File: src/rtl/utes_pkg.sv
// ----------------------------------------------------------------------------
// utes_pkg
// Shared types, constants and small tables for the UTC timestamp converter.
// ----------------------------------------------------------------------------
package utes_pkg;

	localparam int YEAR_W    = 14;
	localparam int FIELD_W   = 7;
	localparam int POS_W     = 5;
	localparam int SECS_W    = 38;
	localparam int CFG_IDX_W = 2;
	localparam int ERA_W     = 6;
	localparam int ERA_SHIFT = 22;

	localparam logic [POS_W-1:0] POS_LAST = 5'd19;
	localparam logic [POS_W-1:0] POS_LEN  = 5'd20;
	localparam logic [POS_W-1:0] POS_MAX  = 5'd31;

	localparam logic [CFG_IDX_W-1:0] CFG_EARLIEST_YEAR = 2'd0;
	localparam logic [CFG_IDX_W-1:0] CFG_LATEST_YEAR   = 2'd1;

	localparam logic [YEAR_W-1:0] EARLIEST_RST = 14'd2020;
	localparam logic [YEAR_W-1:0] LATEST_RST   = 14'd2200;
	localparam logic [YEAR_W-1:0] EPOCH_YEAR   = 14'd1970;

	// y / 400 == (y * ERA_RECIP) >> ERA_SHIFT for every 14-bit y
	localparam logic [YEAR_W-1:0] ERA_RECIP      = 14'd10486;
	localparam logic [YEAR_W-1:0] YEARS_PER_ERA  = 14'd400;
	localparam int                DAYS_PER_ERA   = 146097;
	localparam int                EPOCH_DAY_OFS  = 719468;
	localparam int                SECS_PER_DAY   = 86400;

	localparam logic [7:0] CH_DASH  = 8'h2D;
	localparam logic [7:0] CH_COLON = 8'h3A;
	localparam logic [7:0] CH_T     = 8'h54;
	localparam logic [7:0] CH_Z     = 8'h5A;
	localparam logic [7:0] CH_0     = 8'h30;
	localparam logic [7:0] CH_9     = 8'h39;

	typedef struct packed {
		logic [7:0] character;
		logic       final_char;
	} in_item_t;

	typedef struct packed {
		logic              valid_res;
		logic [SECS_W-1:0] epoch_seconds;
	} out_item_t;

	// one parsed string handed from the parser to the converter
	typedef struct packed {
		logic               fmt_ok;
		logic [YEAR_W-1:0]  year;
		logic [FIELD_W-1:0] month;
		logic [FIELD_W-1:0] day;
		logic [FIELD_W-1:0] hour;
		logic [FIELD_W-1:0] minute;
		logic [FIELD_W-1:0] second;
	} fields_t;

	typedef struct packed {
		logic [YEAR_W-1:0] earliest;
		logic [YEAR_W-1:0] latest;
	} limits_t;

	// first day of each month in a March-based year
	function automatic logic [8:0] doy_base(input logic [3:0] mp);
		logic [8:0] r;
		case (mp)
			4'd0:    r = 9'd0;
			4'd1:    r = 9'd31;
			4'd2:    r = 9'd61;
			4'd3:    r = 9'd92;
			4'd4:    r = 9'd122;
			4'd5:    r = 9'd153;
			4'd6:    r = 9'd184;
			4'd7:    r = 9'd214;
			4'd8:    r = 9'd245;
			4'd9:    r = 9'd275;
			4'd10:   r = 9'd306;
			4'd11:   r = 9'd337;
			default: r = 9'd0;
		endcase
		return r;
	endfunction

	function automatic logic [4:0] month_len(input logic [FIELD_W-1:0] m);
		logic [4:0] r;
		case (m)
			7'd2:                      r = 5'd28;
			7'd4, 7'd6, 7'd9, 7'd11:   r = 5'd30;
			default:                   r = 5'd31;
		endcase
		return r;
	endfunction

endpackage

File: src/rtl/utes_front.sv
// ----------------------------------------------------------------------------
// utes_front
// Character parser: checks each byte against its position and gathers fields.
// ----------------------------------------------------------------------------
module utes_front (
	input  logic               clk,
	input  logic               arst_n,
	input  logic               in_valid,
	output logic               in_stall,
	input  utes_pkg::in_item_t in_data,
	input  logic               full,
	output logic               push,
	output utes_pkg::fields_t  push_data
);

	logic [utes_pkg::POS_W-1:0]   pos_q;
	logic                         err_q;
	logic [utes_pkg::YEAR_W-1:0]  year_q;
	logic [utes_pkg::FIELD_W-1:0] month_q, day_q, hour_q, minute_q, second_q;

	logic                         err_n;
	logic [utes_pkg::YEAR_W-1:0]  year_n;
	logic [utes_pkg::FIELD_W-1:0] month_n, day_n, hour_n, minute_n, second_n;
	logic                         digit;
	logic [3:0]                   dv;
	logic                         accept;

	function automatic logic [utes_pkg::FIELD_W-1:0] shift7(
		input logic [utes_pkg::FIELD_W-1:0] acc,
		input logic [3:0]                   d,
		input logic                         first
	);
		return first ? utes_pkg::FIELD_W'(d)
		             : utes_pkg::FIELD_W'({acc, 3'b000} + {acc, 1'b0} + utes_pkg::FIELD_W'(d));
	endfunction

	assign in_stall = full;
	assign accept   = in_valid && !full;
	assign digit    = (in_data.character >= utes_pkg::CH_0) &&
	                  (in_data.character <= utes_pkg::CH_9);
	assign dv       = digit ? 4'(in_data.character - utes_pkg::CH_0) : 4'd0;

	always_comb begin
		err_n    = err_q;
		year_n   = year_q;
		month_n  = month_q;
		day_n    = day_q;
		hour_n   = hour_q;
		minute_n = minute_q;
		second_n = second_q;
		case (pos_q)
			5'd4, 5'd7: begin
				if (in_data.character != utes_pkg::CH_DASH) err_n = 1'b1;
			end
			5'd10: begin
				if (in_data.character != utes_pkg::CH_T) err_n = 1'b1;
			end
			5'd13, 5'd16: begin
				if (in_data.character != utes_pkg::CH_COLON) err_n = 1'b1;
			end
			5'd19: begin
				if (in_data.character != utes_pkg::CH_Z) err_n = 1'b1;
			end
			default: begin
				if (pos_q >= utes_pkg::POS_LEN || !digit) begin
					err_n = 1'b1;
				end else if (pos_q <= 5'd3) begin
					year_n = (pos_q == 5'd0) ? utes_pkg::YEAR_W'(dv)
					       : utes_pkg::YEAR_W'({year_q, 3'b000} + {year_q, 1'b0}
					                           + utes_pkg::YEAR_W'(dv));
				end else if (pos_q <= 5'd6) begin
					month_n = shift7(month_q, dv, pos_q == 5'd5);
				end else if (pos_q <= 5'd9) begin
					day_n = shift7(day_q, dv, pos_q == 5'd8);
				end else if (pos_q <= 5'd12) begin
					hour_n = shift7(hour_q, dv, pos_q == 5'd11);
				end else if (pos_q <= 5'd15) begin
					minute_n = shift7(minute_q, dv, pos_q == 5'd14);
				end else begin
					second_n = shift7(second_q, dv, pos_q == 5'd17);
				end
			end
		endcase
	end

	assign push             = accept && in_data.final_char;
	assign push_data.fmt_ok = !err_n && (pos_q == utes_pkg::POS_LAST);
	assign push_data.year   = year_n;
	assign push_data.month  = month_n;
	assign push_data.day    = day_n;
	assign push_data.hour   = hour_n;
	assign push_data.minute = minute_n;
	assign push_data.second = second_n;

	always_ff @(posedge clk or negedge arst_n) begin
		if (!arst_n) begin
			pos_q    <= '0;
			err_q    <= 1'b0;
			year_q   <= '0;
			month_q  <= '0;
			day_q    <= '0;
			hour_q   <= '0;
			minute_q <= '0;
			second_q <= '0;
		end else if (accept) begin
			if (in_data.final_char) begin
				// start a new string
				pos_q    <= '0;
				err_q    <= 1'b0;
				year_q   <= '0;
				month_q  <= '0;
				day_q    <= '0;
				hour_q   <= '0;
				minute_q <= '0;
				second_q <= '0;
			end else begin
				if (pos_q != utes_pkg::POS_MAX) pos_q <= pos_q + 5'd1;
				err_q    <= err_n;
				year_q   <= year_n;
				month_q  <= month_n;
				day_q    <= day_n;
				hour_q   <= hour_n;
				minute_q <= minute_n;
				second_q <= second_n;
			end
		end
	end

endmodule

File: src/rtl/utes_fifo.sv
// ----------------------------------------------------------------------------
// utes_fifo
// Small register queue between the parser and the converter.
// ----------------------------------------------------------------------------
module utes_fifo #(
	parameter int WIDTH = 50,
	parameter int DEPTH = 2
) (
	input  logic             clk,
	input  logic             arst_n,
	input  logic             push,
	input  logic [WIDTH-1:0] wr_data,
	input  logic             pop,
	output logic [WIDTH-1:0] rd_data,
	output logic             full,
	output logic             empty
);

	localparam int AW = (DEPTH > 1) ? $clog2(DEPTH) : 1;
	localparam int CW = $clog2(DEPTH + 1);
	localparam logic [AW-1:0] LAST_IDX = AW'(DEPTH - 1);
	localparam logic [CW-1:0] FULL_CNT = CW'(DEPTH);

	logic [WIDTH-1:0] mem_q [DEPTH];
	logic [AW-1:0]    wr_ptr_q, rd_ptr_q;
	logic [CW-1:0]    count_q;

	assign full    = (count_q == FULL_CNT);
	assign empty   = (count_q == '0);
	assign rd_data = mem_q[rd_ptr_q];

	always_ff @(posedge clk) begin
		if (push) mem_q[wr_ptr_q] <= wr_data;
	end

	always_ff @(posedge clk or negedge arst_n) begin
		if (!arst_n) begin
			wr_ptr_q <= '0;
			rd_ptr_q <= '0;
			count_q  <= '0;
		end else begin
			if (push) wr_ptr_q <= (wr_ptr_q == LAST_IDX) ? '0 : wr_ptr_q + AW'(1);
			if (pop)  rd_ptr_q <= (rd_ptr_q == LAST_IDX) ? '0 : rd_ptr_q + AW'(1);
			if (push && !pop)      count_q <= count_q + CW'(1);
			else if (pop && !push) count_q <= count_q - CW'(1);
		end
	end

	a_no_overflow: assert property (@(posedge clk) disable iff (!arst_n)
		push |-> !full) else $error("queue push while full");
	a_no_underflow: assert property (@(posedge clk) disable iff (!arst_n)
		pop |-> !empty) else $error("queue pop while empty");
	a_count_up: assert property (@(posedge clk) disable iff (!arst_n)
		(push && !pop) |=> (count_q == $past(count_q) + CW'(1)))
		else $error("queue count did not advance on push");

endmodule

File: src/rtl/utes_back.sv
// ----------------------------------------------------------------------------
// utes_back
// Converter: range checks, date to Unix secs, one step a cycle unless stalled.
// ----------------------------------------------------------------------------
module utes_back (
	input  logic                clk,
	input  logic                arst_n,
	input  utes_pkg::limits_t   limits,
	input  logic                empty,
	input  utes_pkg::fields_t   rd_data,
	output logic                pop,
	output logic                out_valid,
	input  logic                out_stall,
	output utes_pkg::out_item_t out_data
);

	localparam logic [2:0] ST_IDLE = 3'd0;
	localparam logic [2:0] ST_DIV  = 3'd1;
	localparam logic [2:0] ST_REM  = 3'd2;
	localparam logic [2:0] ST_DOE  = 3'd3;
	localparam logic [2:0] ST_DAYS = 3'd4;
	localparam logic [2:0] ST_SECS = 3'd5;
	localparam logic [2:0] ST_OUT  = 3'd6;

	localparam int DAYS_W = 23;
	localparam int DOE_W  = 18;
	localparam int HMS_W  = 17;

	logic [2:0]                      state_q;
	utes_pkg::fields_t               rec_q;
	logic [utes_pkg::YEAR_W-1:0]     yy_q;
	logic [utes_pkg::ERA_W-1:0]      era_y_q, era_yy_q;
	logic [8:0]                      doy_q, r400_q, yoe_q;
	logic [HMS_W-1:0]                hms_q;
	logic                            rng_ok_q, ok_q;
	logic [DOE_W-1:0]                doe_q;
	logic [DAYS_W-1:0]               days_q;
	logic [utes_pkg::SECS_W-1:0]     secs_q;
	logic                            out_valid_q;
	utes_pkg::out_item_t             out_data_q;

	logic                            mle2;
	logic [utes_pkg::YEAR_W-1:0]     yy_a;
	logic [27:0]                     prod_y, prod_yy;
	logic [utes_pkg::FIELD_W-1:0]    mp;
	logic                            rng_ok_a;
	logic [8:0]                      r100, cent_base;
	logic [1:0]                      cent;
	logic                            leap;
	logic [4:0]                      lim;
	logic                            out_free;

	assign pop      = (state_q == ST_IDLE) && !empty;
	assign out_free = !out_valid_q || !out_stall;

	// split off January and February into the previous counting year
	assign mle2    = (rec_q.month <= 7'd2);
	assign yy_a    = rec_q.year - utes_pkg::YEAR_W'(mle2);
	assign prod_y  = 28'(rec_q.year) * 28'(utes_pkg::ERA_RECIP);
	assign prod_yy = 28'(yy_a) * 28'(utes_pkg::ERA_RECIP);
	assign mp      = mle2 ? rec_q.month + 7'd9 : rec_q.month - 7'd3;

	assign rng_ok_a = rec_q.fmt_ok
		&& (rec_q.year >= utes_pkg::EPOCH_YEAR)
		&& (rec_q.year >= limits.earliest) && (rec_q.year <= limits.latest)
		&& (rec_q.month >= 7'd1) && (rec_q.month <= 7'd12)
		&& (rec_q.day >= 7'd1)
		&& (rec_q.hour <= 7'd23) && (rec_q.minute <= 7'd59) && (rec_q.second <= 7'd59);

	// century within the era, from compares on the small remainders
	always_comb begin
		if (r400_q >= 9'd300)      cent_base = 9'd300;
		else if (r400_q >= 9'd200) cent_base = 9'd200;
		else if (r400_q >= 9'd100) cent_base = 9'd100;
		else                       cent_base = 9'd0;
		if (yoe_q >= 9'd300)      cent = 2'd3;
		else if (yoe_q >= 9'd200) cent = 2'd2;
		else if (yoe_q >= 9'd100) cent = 2'd1;
		else                      cent = 2'd0;
	end

	assign r100 = r400_q - cent_base;
	assign leap = (rec_q.year[1:0] == 2'b00) && ((r100 != 9'd0) || (r400_q == 9'd0));
	assign lim  = utes_pkg::month_len(rec_q.month)
	            + 5'((rec_q.month == 7'd2) && leap);

	always_ff @(posedge clk) begin
		case (state_q)
			ST_IDLE: begin
				if (pop) rec_q <= rd_data;
			end
			ST_DIV: begin
				yy_q     <= yy_a;
				era_y_q  <= utes_pkg::ERA_W'(prod_y >> utes_pkg::ERA_SHIFT);
				era_yy_q <= utes_pkg::ERA_W'(prod_yy >> utes_pkg::ERA_SHIFT);
				doy_q    <= utes_pkg::doy_base(mp[3:0]) + 9'(rec_q.day) - 9'd1;
				rng_ok_q <= rng_ok_a;
			end
			ST_REM: begin
				r400_q <= 9'(rec_q.year
				         - utes_pkg::YEAR_W'(era_y_q) * utes_pkg::YEARS_PER_ERA);
				yoe_q  <= 9'(yy_q - utes_pkg::YEAR_W'(era_yy_q) * utes_pkg::YEARS_PER_ERA);
				hms_q  <= HMS_W'(rec_q.hour) * HMS_W'(3600)
				        + HMS_W'(rec_q.minute) * HMS_W'(60) + HMS_W'(rec_q.second);
			end
			ST_DOE: begin
				doe_q <= DOE_W'(yoe_q) * DOE_W'(365) + DOE_W'(yoe_q >> 2)
				       - DOE_W'(cent) + DOE_W'(doy_q);
				ok_q  <= rng_ok_q && (rec_q.day <= 7'(lim));
			end
			ST_DAYS: begin
				days_q <= DAYS_W'(era_yy_q) * DAYS_W'(utes_pkg::DAYS_PER_ERA)
				        + DAYS_W'(doe_q) - DAYS_W'(utes_pkg::EPOCH_DAY_OFS);
			end
			ST_SECS: begin
				secs_q <= utes_pkg::SECS_W'(days_q) * utes_pkg::SECS_W'(utes_pkg::SECS_PER_DAY)
				        + utes_pkg::SECS_W'(hms_q);
			end
			default: begin
			end
		endcase
		if (state_q == ST_OUT && out_free) begin
			out_data_q.valid_res     <= ok_q;
			out_data_q.epoch_seconds <= ok_q ? secs_q : '0;
		end
	end

	always_ff @(posedge clk or negedge arst_n) begin
		if (!arst_n) begin
			state_q     <= ST_IDLE;
			out_valid_q <= 1'b0;
		end else begin
			if (state_q == ST_OUT && out_free) out_valid_q <= 1'b1;
			else if (!out_stall)                out_valid_q <= 1'b0;
			case (state_q)
				ST_IDLE: begin
					if (pop) state_q <= ST_DIV;
				end
				ST_DIV:  state_q <= ST_REM;
				ST_REM:  state_q <= ST_DOE;
				ST_DOE:  state_q <= ST_DAYS;
				ST_DAYS: state_q <= ST_SECS;
				ST_SECS: state_q <= ST_OUT;
				ST_OUT: begin
					// hold until the output register is free
					if (out_free) state_q <= ST_IDLE;
				end
				default: state_q <= ST_IDLE;
			endcase
		end
	end

	assign out_valid = out_valid_q;
	assign out_data  = out_data_q;

	a_pop_starts: assert property (@(posedge clk) disable iff (!arst_n)
		pop |=> (state_q == ST_DIV)) else $error("pop did not start a conversion");
	a_invalid_zero: assert property (@(posedge clk) disable iff (!arst_n)
		(out_valid_q && !out_data_q.valid_res) |-> (out_data_q.epoch_seconds == '0))
		else $error("invalid result carries nonzero seconds");
	a_deliver: assert property (@(posedge clk) disable iff (!arst_n)
		(state_q == ST_OUT && out_free) |=> (out_valid_q && state_q == ST_IDLE))
		else $error("finished conversion not delivered");

endmodule

File: src/rtl/utc_timestamp_to_epoch_seconds.sv
// ----------------------------------------------------------------------------
// utc_timestamp_to_epoch_seconds
// Parses YYYY-MM-DDTHH:MM:SSZ one character at a time and returns Unix seconds.
// ----------------------------------------------------------------------------
//  channel  handshake            payload
//  in       in_valid / in_stall  in_data  : character, final_char
//  out      out_valid / out_stall out_data : valid_res, epoch_seconds
//  cfg      cfg_valid / cfg_ready cfg_index, cfg_data (earliest/latest year)
//
//  One character is taken per cycle; the parser never waits on the converter
//  until QUEUE_DEPTH parsed strings are pending.
//  The converter sequencer loads a string in IDLE, steps through DIV, REM,
//  DOE, DAYS and SECS, then delivers in OUT, holding there while stalled.
//  in_stall is high only while the queue between parser and converter is full.
//  Reset clears parse state, queue, sequencer and output valid; year limits
//  return to 2020 and 2200.
// ----------------------------------------------------------------------------
module utc_timestamp_to_epoch_seconds #(
	parameter int QUEUE_DEPTH = 2
) (
	input  logic                             clk,
	input  logic                             arst_n,
	input  logic                             in_valid,
	output logic                             in_stall,
	input  utes_pkg::in_item_t               in_data,
	output logic                             out_valid,
	input  logic                             out_stall,
	output utes_pkg::out_item_t              out_data,
	input  logic                             cfg_valid,
	output logic                             cfg_ready,
	input  logic [utes_pkg::CFG_IDX_W-1:0]   cfg_index,
	input  logic [utes_pkg::YEAR_W-1:0]      cfg_data
);

	localparam int REC_W = $bits(utes_pkg::fields_t);

	utes_pkg::limits_t limits_q;
	utes_pkg::fields_t push_data, rd_data;
	logic              push, pop, full, empty;
	logic [REC_W-1:0]  rd_bits;

	assign cfg_ready = 1'b1;

	always_ff @(posedge clk or negedge arst_n) begin
		if (!arst_n) begin
			limits_q.earliest <= utes_pkg::EARLIEST_RST;
			limits_q.latest   <= utes_pkg::LATEST_RST;
		end else if (cfg_valid && cfg_ready) begin
			case (cfg_index)
				utes_pkg::CFG_EARLIEST_YEAR: limits_q.earliest <= cfg_data;
				utes_pkg::CFG_LATEST_YEAR:   limits_q.latest   <= cfg_data;
				default: begin
				end
			endcase
		end
	end

	utes_front u_front (
		.clk       (clk),
		.arst_n    (arst_n),
		.in_valid  (in_valid),
		.in_stall  (in_stall),
		.in_data   (in_data),
		.full      (full),
		.push      (push),
		.push_data (push_data)
	);

	utes_fifo #(
		.WIDTH (REC_W),
		.DEPTH (QUEUE_DEPTH)
	) u_fifo (
		.clk     (clk),
		.arst_n  (arst_n),
		.push    (push),
		.wr_data (push_data),
		.pop     (pop),
		.rd_data (rd_bits),
		.full    (full),
		.empty   (empty)
	);

	assign rd_data = utes_pkg::fields_t'(rd_bits);

	utes_back u_back (
		.clk       (clk),
		.arst_n    (arst_n),
		.limits    (limits_q),
		.empty     (empty),
		.rd_data   (rd_data),
		.pop       (pop),
		.out_valid (out_valid),
		.out_stall (out_stall),
		.out_data  (out_data)
	);

endmodule
File: config.mk
export PLATFORM = sky130hd
export DESIGN_NAME = utc_timestamp_to_epoch_seconds
export DESIGN_NICKNAME = d
export VERILOG_FILES = /design/src/rtl/utes_pkg.sv /design/src/rtl/utes_front.sv /design/src/rtl/utes_fifo.sv /design/src/rtl/utes_back.sv /design/src/rtl/utc_timestamp_to_epoch_seconds.sv
export SDC_FILE = /design/constraint.sdc
export NUM_CORES = 2
export LEC_CHECK = 0
export BUFFER_PORTS_ARGS = -buffer_cell sky130_fd_sc_hd__buf_4
export CAP_MARGIN = 0
export CORE_MARGIN = 5
export CORE_UTILIZATION = 60
export CTS_BUF_LIST = sky130_fd_sc_hd__clkbuf_16
export CTS_CLUSTER_SIZE = 10
export DETAILED_ROUTE_END_ITERATION = 6
export PLACE_DENSITY = 0.85
export SLEW_MARGIN = 20
export SYNTH_ARGS = -nofsm -noshare
export SYNTH_HDL_FRONTEND = slang
export SYNTH_SLANG_ARGS = --single-unit
File: constraint.sdc
create_clock -name clk -period 16.5 [get_ports clk]
set_clock_uncertainty 0.15 [all_clocks]
set_input_delay 0.825 -clock clk [delete_from_list [all_inputs] [get_ports clk]]
set_output_delay 0.825 -clock clk [all_outputs]
set_load 0.02 [all_outputs]
# --- After elaboration in Yosys (flattened, before gate mapping) ---
# Memories as Yosys holds them, arrays and structs flattened. A register that Yosys moved wholly into a read port is not among the register bits.
# Cells that the tools add are included.
word_totals:
  ff_bits: 276
  mem_bits_rw: 100
  romBits: 144
  inputBits: 30
  memories: 2
op_classes:
  n_addsub: 35
  multipliers: 9
  magnitude_cmp: 25
  eq_ne: 32
  mux: 74
  reduce_logical: 49
memory_table:
  columns: ["name", "depth", "width", "rd", "rd_ports_with_merged_regs", "wr", "line", "rtl"]
  rows:
  - ["(no name shown)", 16, 9, 1, 0, 0, "utes_pkg.sv:69", "case (mp)"]
  - ["u_fifo.mem_q", 2, 50, 1, 1, 1, "utes_fifo.sv:24", "logic [WIDTH-1:0] mem_q [DEPTH];"]
ops:
  columns: ["operator", "n"]
  rows:
  - ["$mux 7", 40]
  - ["$mux 14", 5]
  - ["$mul 14x13->27 const B", 2]
  - ["$add 38x17->38", 1]
  - ["$add 7x4->7", 5]
  - ["$add 7x7->7", 5]
  - ["$mul 23x10->31 const B", 1]
  - ["$sub 9x9->9", 3]
  - ["$eq 5x4->1 const B", 5]
  - ["$add 23x18->23", 1]
  - ["$mul 6x18->23 const B", 1]
  - ["$sub 23x20->23 const B", 1]
  - ["$pmux 3 s7", 1]
  - ["$logic_and 1x1->1", 20]
  - ["$add 18x7->18", 1]
  - ["$add 18x9->18", 1]
  - ["$ge 9x7->1 const B", 2]
  - ["$ge 9x8->1 const B", 2]
  - ["$ge 9x9->1 const B", 2]
  - ["$mul 9x9->18 const B", 1]
  - ["$mux 9", 2]
  - ["$sub 18x2->18", 1]
  - ["$add 17x13->17", 1]
  - ["$add 17x7->17", 1]
  - ["66 further kinds", 119]

# --- Logic depth before layout (Yosys ltp) ---
depth:
  depth_word: 13
  depth_mapped: 33
  ltp_nobuf: 32

# --- Hierarchy ---
# A second synthesis with hierarchy kept.
unflattened:
  cells_unflattened: 3557
  area_unflattened_um2: 38893.6
by_module_without_submodules:
  columns: ["mod", "instances", "cells_each", "area_each_um2"]
  rows:
  - ["utes_back", 1, 2676, 28333.4]
  - ["utes_front", 1, 647, 5413.9]
  - ["utes_fifo", 1, 172, 4047.6]
  - ["utc_timestamp_to_epoch_seconds", 1, 62, 1098.6]

# --- Worst setup path after synthesis ---
# No wires, ideal clock.
synth_timing:
  path_type: "register to register"
  startpoint: "reg u_back.rec_q[31] (netlist bit)"
  endpoint: "reg u_back.era_yy_q[5] (netlist bit), data pin"
  arrival_time_ns: 6.922
  setup_slack_ns: 9.168
  path_stages_with_launch: 32
  path_buffers: 2
  period_less_slack_ns: 7.332
  path_cell_list: "edfxtp_1 clkbuf_1 clkbuf_1 nor4_1 ha_1 ha_1 nand3_1 nand2_1 nand2_1 nand2_1 nand3_1 xnor2_1 inv_1 fa_1 inv_1 ha_1 fa_1 fa_1 inv_1 fa_1 inv_1 ha_1 o21a_1 o21a_1 o21ai_0 nand2b_1 a21oi_1 nor3b_1 or4_1 a31o_2 a21oi_1 xnor2_1"
synth_via:
  elab_chain_cells: 3
synth_rtl:
  columns: ["element", "line", "rtl"]
  rows:
  - ["start: declaration", "utes_back.sv:30", "utes_pkg::fields_t rec_q;"]
  - ["start signal: assignment", "utes_back.sv:90", "if (pop) rec_q <= rd_data;"]
  - ["$le 7x2->1", "utes_back.sv:57", "assign mle2 = (rec_q.month <= 7'd2);"]
  - ["$sub 14x1->14", "utes_back.sv:58", "assign yy_a = rec_q.year - utes_pkg::YEAR_W'(mle2);"]
  - ["$mul 14x13->27", "utes_back.sv:60", "assign prod_yy = 28'(yy_a) * 28'(utes_pkg::ERA_RECIP);"]
  - ["via u_back.prod_yy[27]", "utes_back.sv:44", "logic [27:0] prod_y, prod_yy;"]
  - ["end signal: assignment", "utes_back.sv:95", "era_yy_q <= utes_pkg::ERA_W'(prod_yy >> utes_pkg::ERA_SHIFT);"]
  - ["end: declaration", "utes_back.sv:32", "logic [utes_pkg::ERA_W-1:0] era_y_q, era_yy_q;"]
# The timed path passes the listed nets, and every way through them passes these cells.
# A chain may end at the register's enable or synchronous reset.

# --- Final worst setup path ---
layout_timing:
  startpoint: "reg u_back.rec_q[32] (netlist bit)"
  endpoint: "reg u_back.era_yy_q[5] (netlist bit), data pin"
# The elaborated chain is that of the path after synthesis.

==> parameters.txt <==
Parameter                              Value

Timing
  Final setup violating endpoints ... 0
  F_max ... around 120 MHz
  Number of slew-limit violations in the final report ... 0
  Number of hold violations in the final report ... 0
  Final worst slack ... roughly 8300 ps
  Final-layout setup total negative slack ... 0 ps
  RSZ-0062 raised after global routing ... false
  Transition at the pin with the smallest max-transition slack ... slightly above 1000 ps
  Final cycle utilization of the critical path ... about half
  Worst rel slew slack ... a little under a third
  Final worst path period need ... 8150 ps

Critical path
  Type of element capturing the critical path ... register
  Cell at the slowest stage of the critical path ... fa_1
  WP data required ... 16,690 ps
  Setup Crit Path Kind ... reg2reg
  Arr. time, crit path ... about 8300 ps
  Crit-path leading delay family ... adder cells
  Worst setup SP type ... register
  Number of buffers and inverters on the critical path ... 4
  Maximum fanout encountered on the critical timing path ... 5
  Highest cell delay on the worst timing path ... about 600 ps

Synth
  Synthesized-area fraction occupied by xor and xnor cells ... under 10%
  Area share of fa/ha/maj cells after synthesis ... between 30% and 40%
  Top cell types by occurrence after synthesis ... 716 x inv_1, 657 x ha_1, 334 x edfxtp_1, 291 x fa_1, 171 x xnor2_1
  Post-Synthesis Mean Instance Area ... around 11 sq um
  Number of enable flip-flop cells after synthesis ... roughly 330
  Largest family of logic cells by synthesized area ... adder cells
  Gate Count Post-Synth ... 3,486
  Leading register cell type out of synthesis ... edfxtp_1
  Async set-or-reset flop fraction in the synthesized netlist ... between 20% and 30%
  Synth Area in Compound Gates ... 9.22%
  Most common cell in the synthesized netlist ... inv_1
  Total nets after synthesis ... 4,464
  Dominant cells by area after synthesis ... edfxtp_1 26%, ha_1 21%, fa_1 15%, inv_1 7.0%, dfrtp_1 5.2%
  Post-synthesis cell area ... around 38,000 sq um
  Basic-gate share of the synthesized area counting and, or, nand and nor cells ... roughly 6.7%
  Number of distinct standard cells referenced by the synthesized netlist ... 83
  Share of the synthesized area in the top cell type ... between 20% and 30%
  Most area-hungry cell type in the Yosys netlist ... edfxtp_1
  Count of warnings emitted by yosys ... 0
  Post-synthesis sequential area ratio ... 32.2%
  Synthesized flop and latch total ... between 400 and 500
  Mux share of post-synthesis cell area ... 2.57%

GRT
  Antenna violations before repair ... 1
  Leftover overflow at the end of global routing ... 0
  GRT Resource Usage Total ... 22.7%
  Global-route wire length before repair ... between 100,000 and 150,000 um
  Vias in the first global route ... about 26,000
  Largest net degree at the start of global routing ... between 70 and 80

Clock network
  Post-CTS resize count ... 0
  Cts bufs inserted ... 50
  CTS tree ... built
  Clock buffer depth ... 3
  Total number of H-tree levels ... 2
  Count of clock tree sinks ... approximately 430
  Clock slew at the register clock pins of the worst setup and hold paths ... about 60 ps
  Clock latency of the later-clocked register in the worst-skew pair ... around 600 ps
  Buffer cell driving the clock tree root ... clkbuf_16
  Post-CTS Setup Repair Bufs ... 0
  Post-CTS Hold Fix Bufs ... 1

Placement
  Worst Setup Slack post-DPL ... 8210 ps
  Placement-stage cell area ... a little under 40,000 sq um
  Hpwl dp ... about 60,000 um
  Global placer's final weighted congestion ... a little over 0.9
  Input/output buffers ... 70

Cells and area
  Number of fillers in the final layout ... approximately 4,700
  Number of diodes added for antenna fixing ... 0
  Fin area ... a little over 40,000 sq um
  Ratio of cells with drive above 1 in the final layout ... 7.78%
  Area delta synth->final ... 7.82%
  Final #Nets ... between 4,000 and 5,000

Route
  Detailed-route DRC error count ... 0
  DRT Pass-1 Iters ... 6
  Average detailed-routed wire length per instance ... 17.6 um
  Detailed router's first-iteration violation count ... 1,316
  Routed wire length ... 78,000 um
  Routed via count ... approximately 25,000
  Post-route antenna net violation count ... 0
  Vias per inst ... approximately 5.6

Min path
  Worst hold-check path type ... reg2reg

Run
  Max-cap violations ... 0

Floorplan
  Core box area ... 63,100 sq um
  Top Ports ... between 70 and 80
  Area of the die ... between 60,000 and 70,000 sq um
  Die boundary width ... between 200 and 300 um
  Row count ... 92
  Effective utilization at floorplan ... roughly three fifths
  DIE HEIGHT ... between 200 and 300 um

Run status
  Run status ... complete, no violations
metrics by stage:
| stage | utilization [%] | hold slack, ps | std cells |
|---|---|---|---|
| floorplan | - | 250 | 3486 |
| global placement | 63.0 | 253 | 4358 |
| detailed placement | 63.0 | 255 | 4358 |
| CTS | 65.3 | 233 | 4440 |
| global route | 65.4 | 259 | 4443 |
| finish | 65.4 | 245 | 4443 |
cells in the final DEF (no fill, tap or decap), types with 5 or more instances in the layout:
cell type	synthesis	layout
nor2b_1	25	25
o22ai_1	5	5
a31o_2	13	13
inv_1	716	736
and3_1	17	16
o31ai_1	9	9
a31oi_1	15	15
clkbuf_16	0	51
o21a_1	22	22
mux2_2	83	83
a2111oi_0	5	5
nand4_1	17	17
nand2b_1	26	26
ha_1	657	657
nand3b_1	9	9
a21oi_1	136	136
nand3_1	41	41
fa_1	291	291
a211oi_1	18	18
xor2_1	43	43
a21boi_0	6	6
nand2_1	133	133
a21o_1	61	61
nor2_1	110	104
xnor2_1	171	171
o211ai_1	14	14
buf_4	1	81
edfxtp_1	334	334
nor4_1	7	6
mux2i_1	5	5
or3_1	11	11
dfrtp_1	80	79
dfstp_2	11	11
or4_1	6	6
and2_1	52	52
o21ai_0	108	108
nor3_1	33	32
a22o_1	49	49
o21bai_1	21	21
cells by family (layout without fill, tap and decap cells):
family / after synthesis / in the layout
AOI/OAI and AO/OA: 528 / 528
xor gates and xnor gates: 215 / 215
adders and majority gates: 948 / 948
buffers and inverters: 771 / 882
DFF: 425 / 425
muxes: 88 / 88
other: 2 / 2
and+or+nand+nor: 509 / 509
per-layer routing:
metal	routed length, um	global-route usage (%)	vias up
met1	33000	29.4	12284
met2	38600	39.3	563
li1	-	-	11915
met4	2390	6.95	0
met5	0	0	-
met3	3960	3.90	154
flip-flops by register name, summed over array words and instances (netlist names), 14 cells and up:
register and count:
u_fifo.mem_q 100, u_back.rec_q 50, u_back.out_data 39, u_back.secs_q 38, limits_q 28, u_back.days_q 23
u_back.doe_q 18, u_back.hms_q 17, u_front.year_q 14
final timing paths:
path	startpoint	slack (ps)	end	cells past startpoint
worst max-delay path	u_back.rec_q[32]	8350	u_back.era_yy_q[5]	30
worst min-delay path	u_back.hms_q[2]	250	u_back.secs_q[2]	0
worst max register to register	u_back.rec_q[32]	8350	u_back.era_yy_q[5]	30
worst min register to register	u_back.hms_q[2]	250	u_back.secs_q[2]	0
max in group asynchronous	arst_n	14360	u_fifo.rd_ptr_q	3
min in group asynchronous	arst_n	490	limits_q[13]	2
final cells by class:
cell class                 instances  area, sq um  share of cell area, %
sequential                       425        12300                   29.9
clock buffer                      51         1280                   3.10
clock inverter                    30          141                  0.343
inverter                         716         2690                   6.52
tap                              846         1060                   2.57
timing repair buffer              85          673                   1.63
multi-input combinational       2290        23100                   56.0
Power is left out: the tool's default activity adds up to more than one toggle a clock period on the data nets, which glitch-free logic cannot reach.
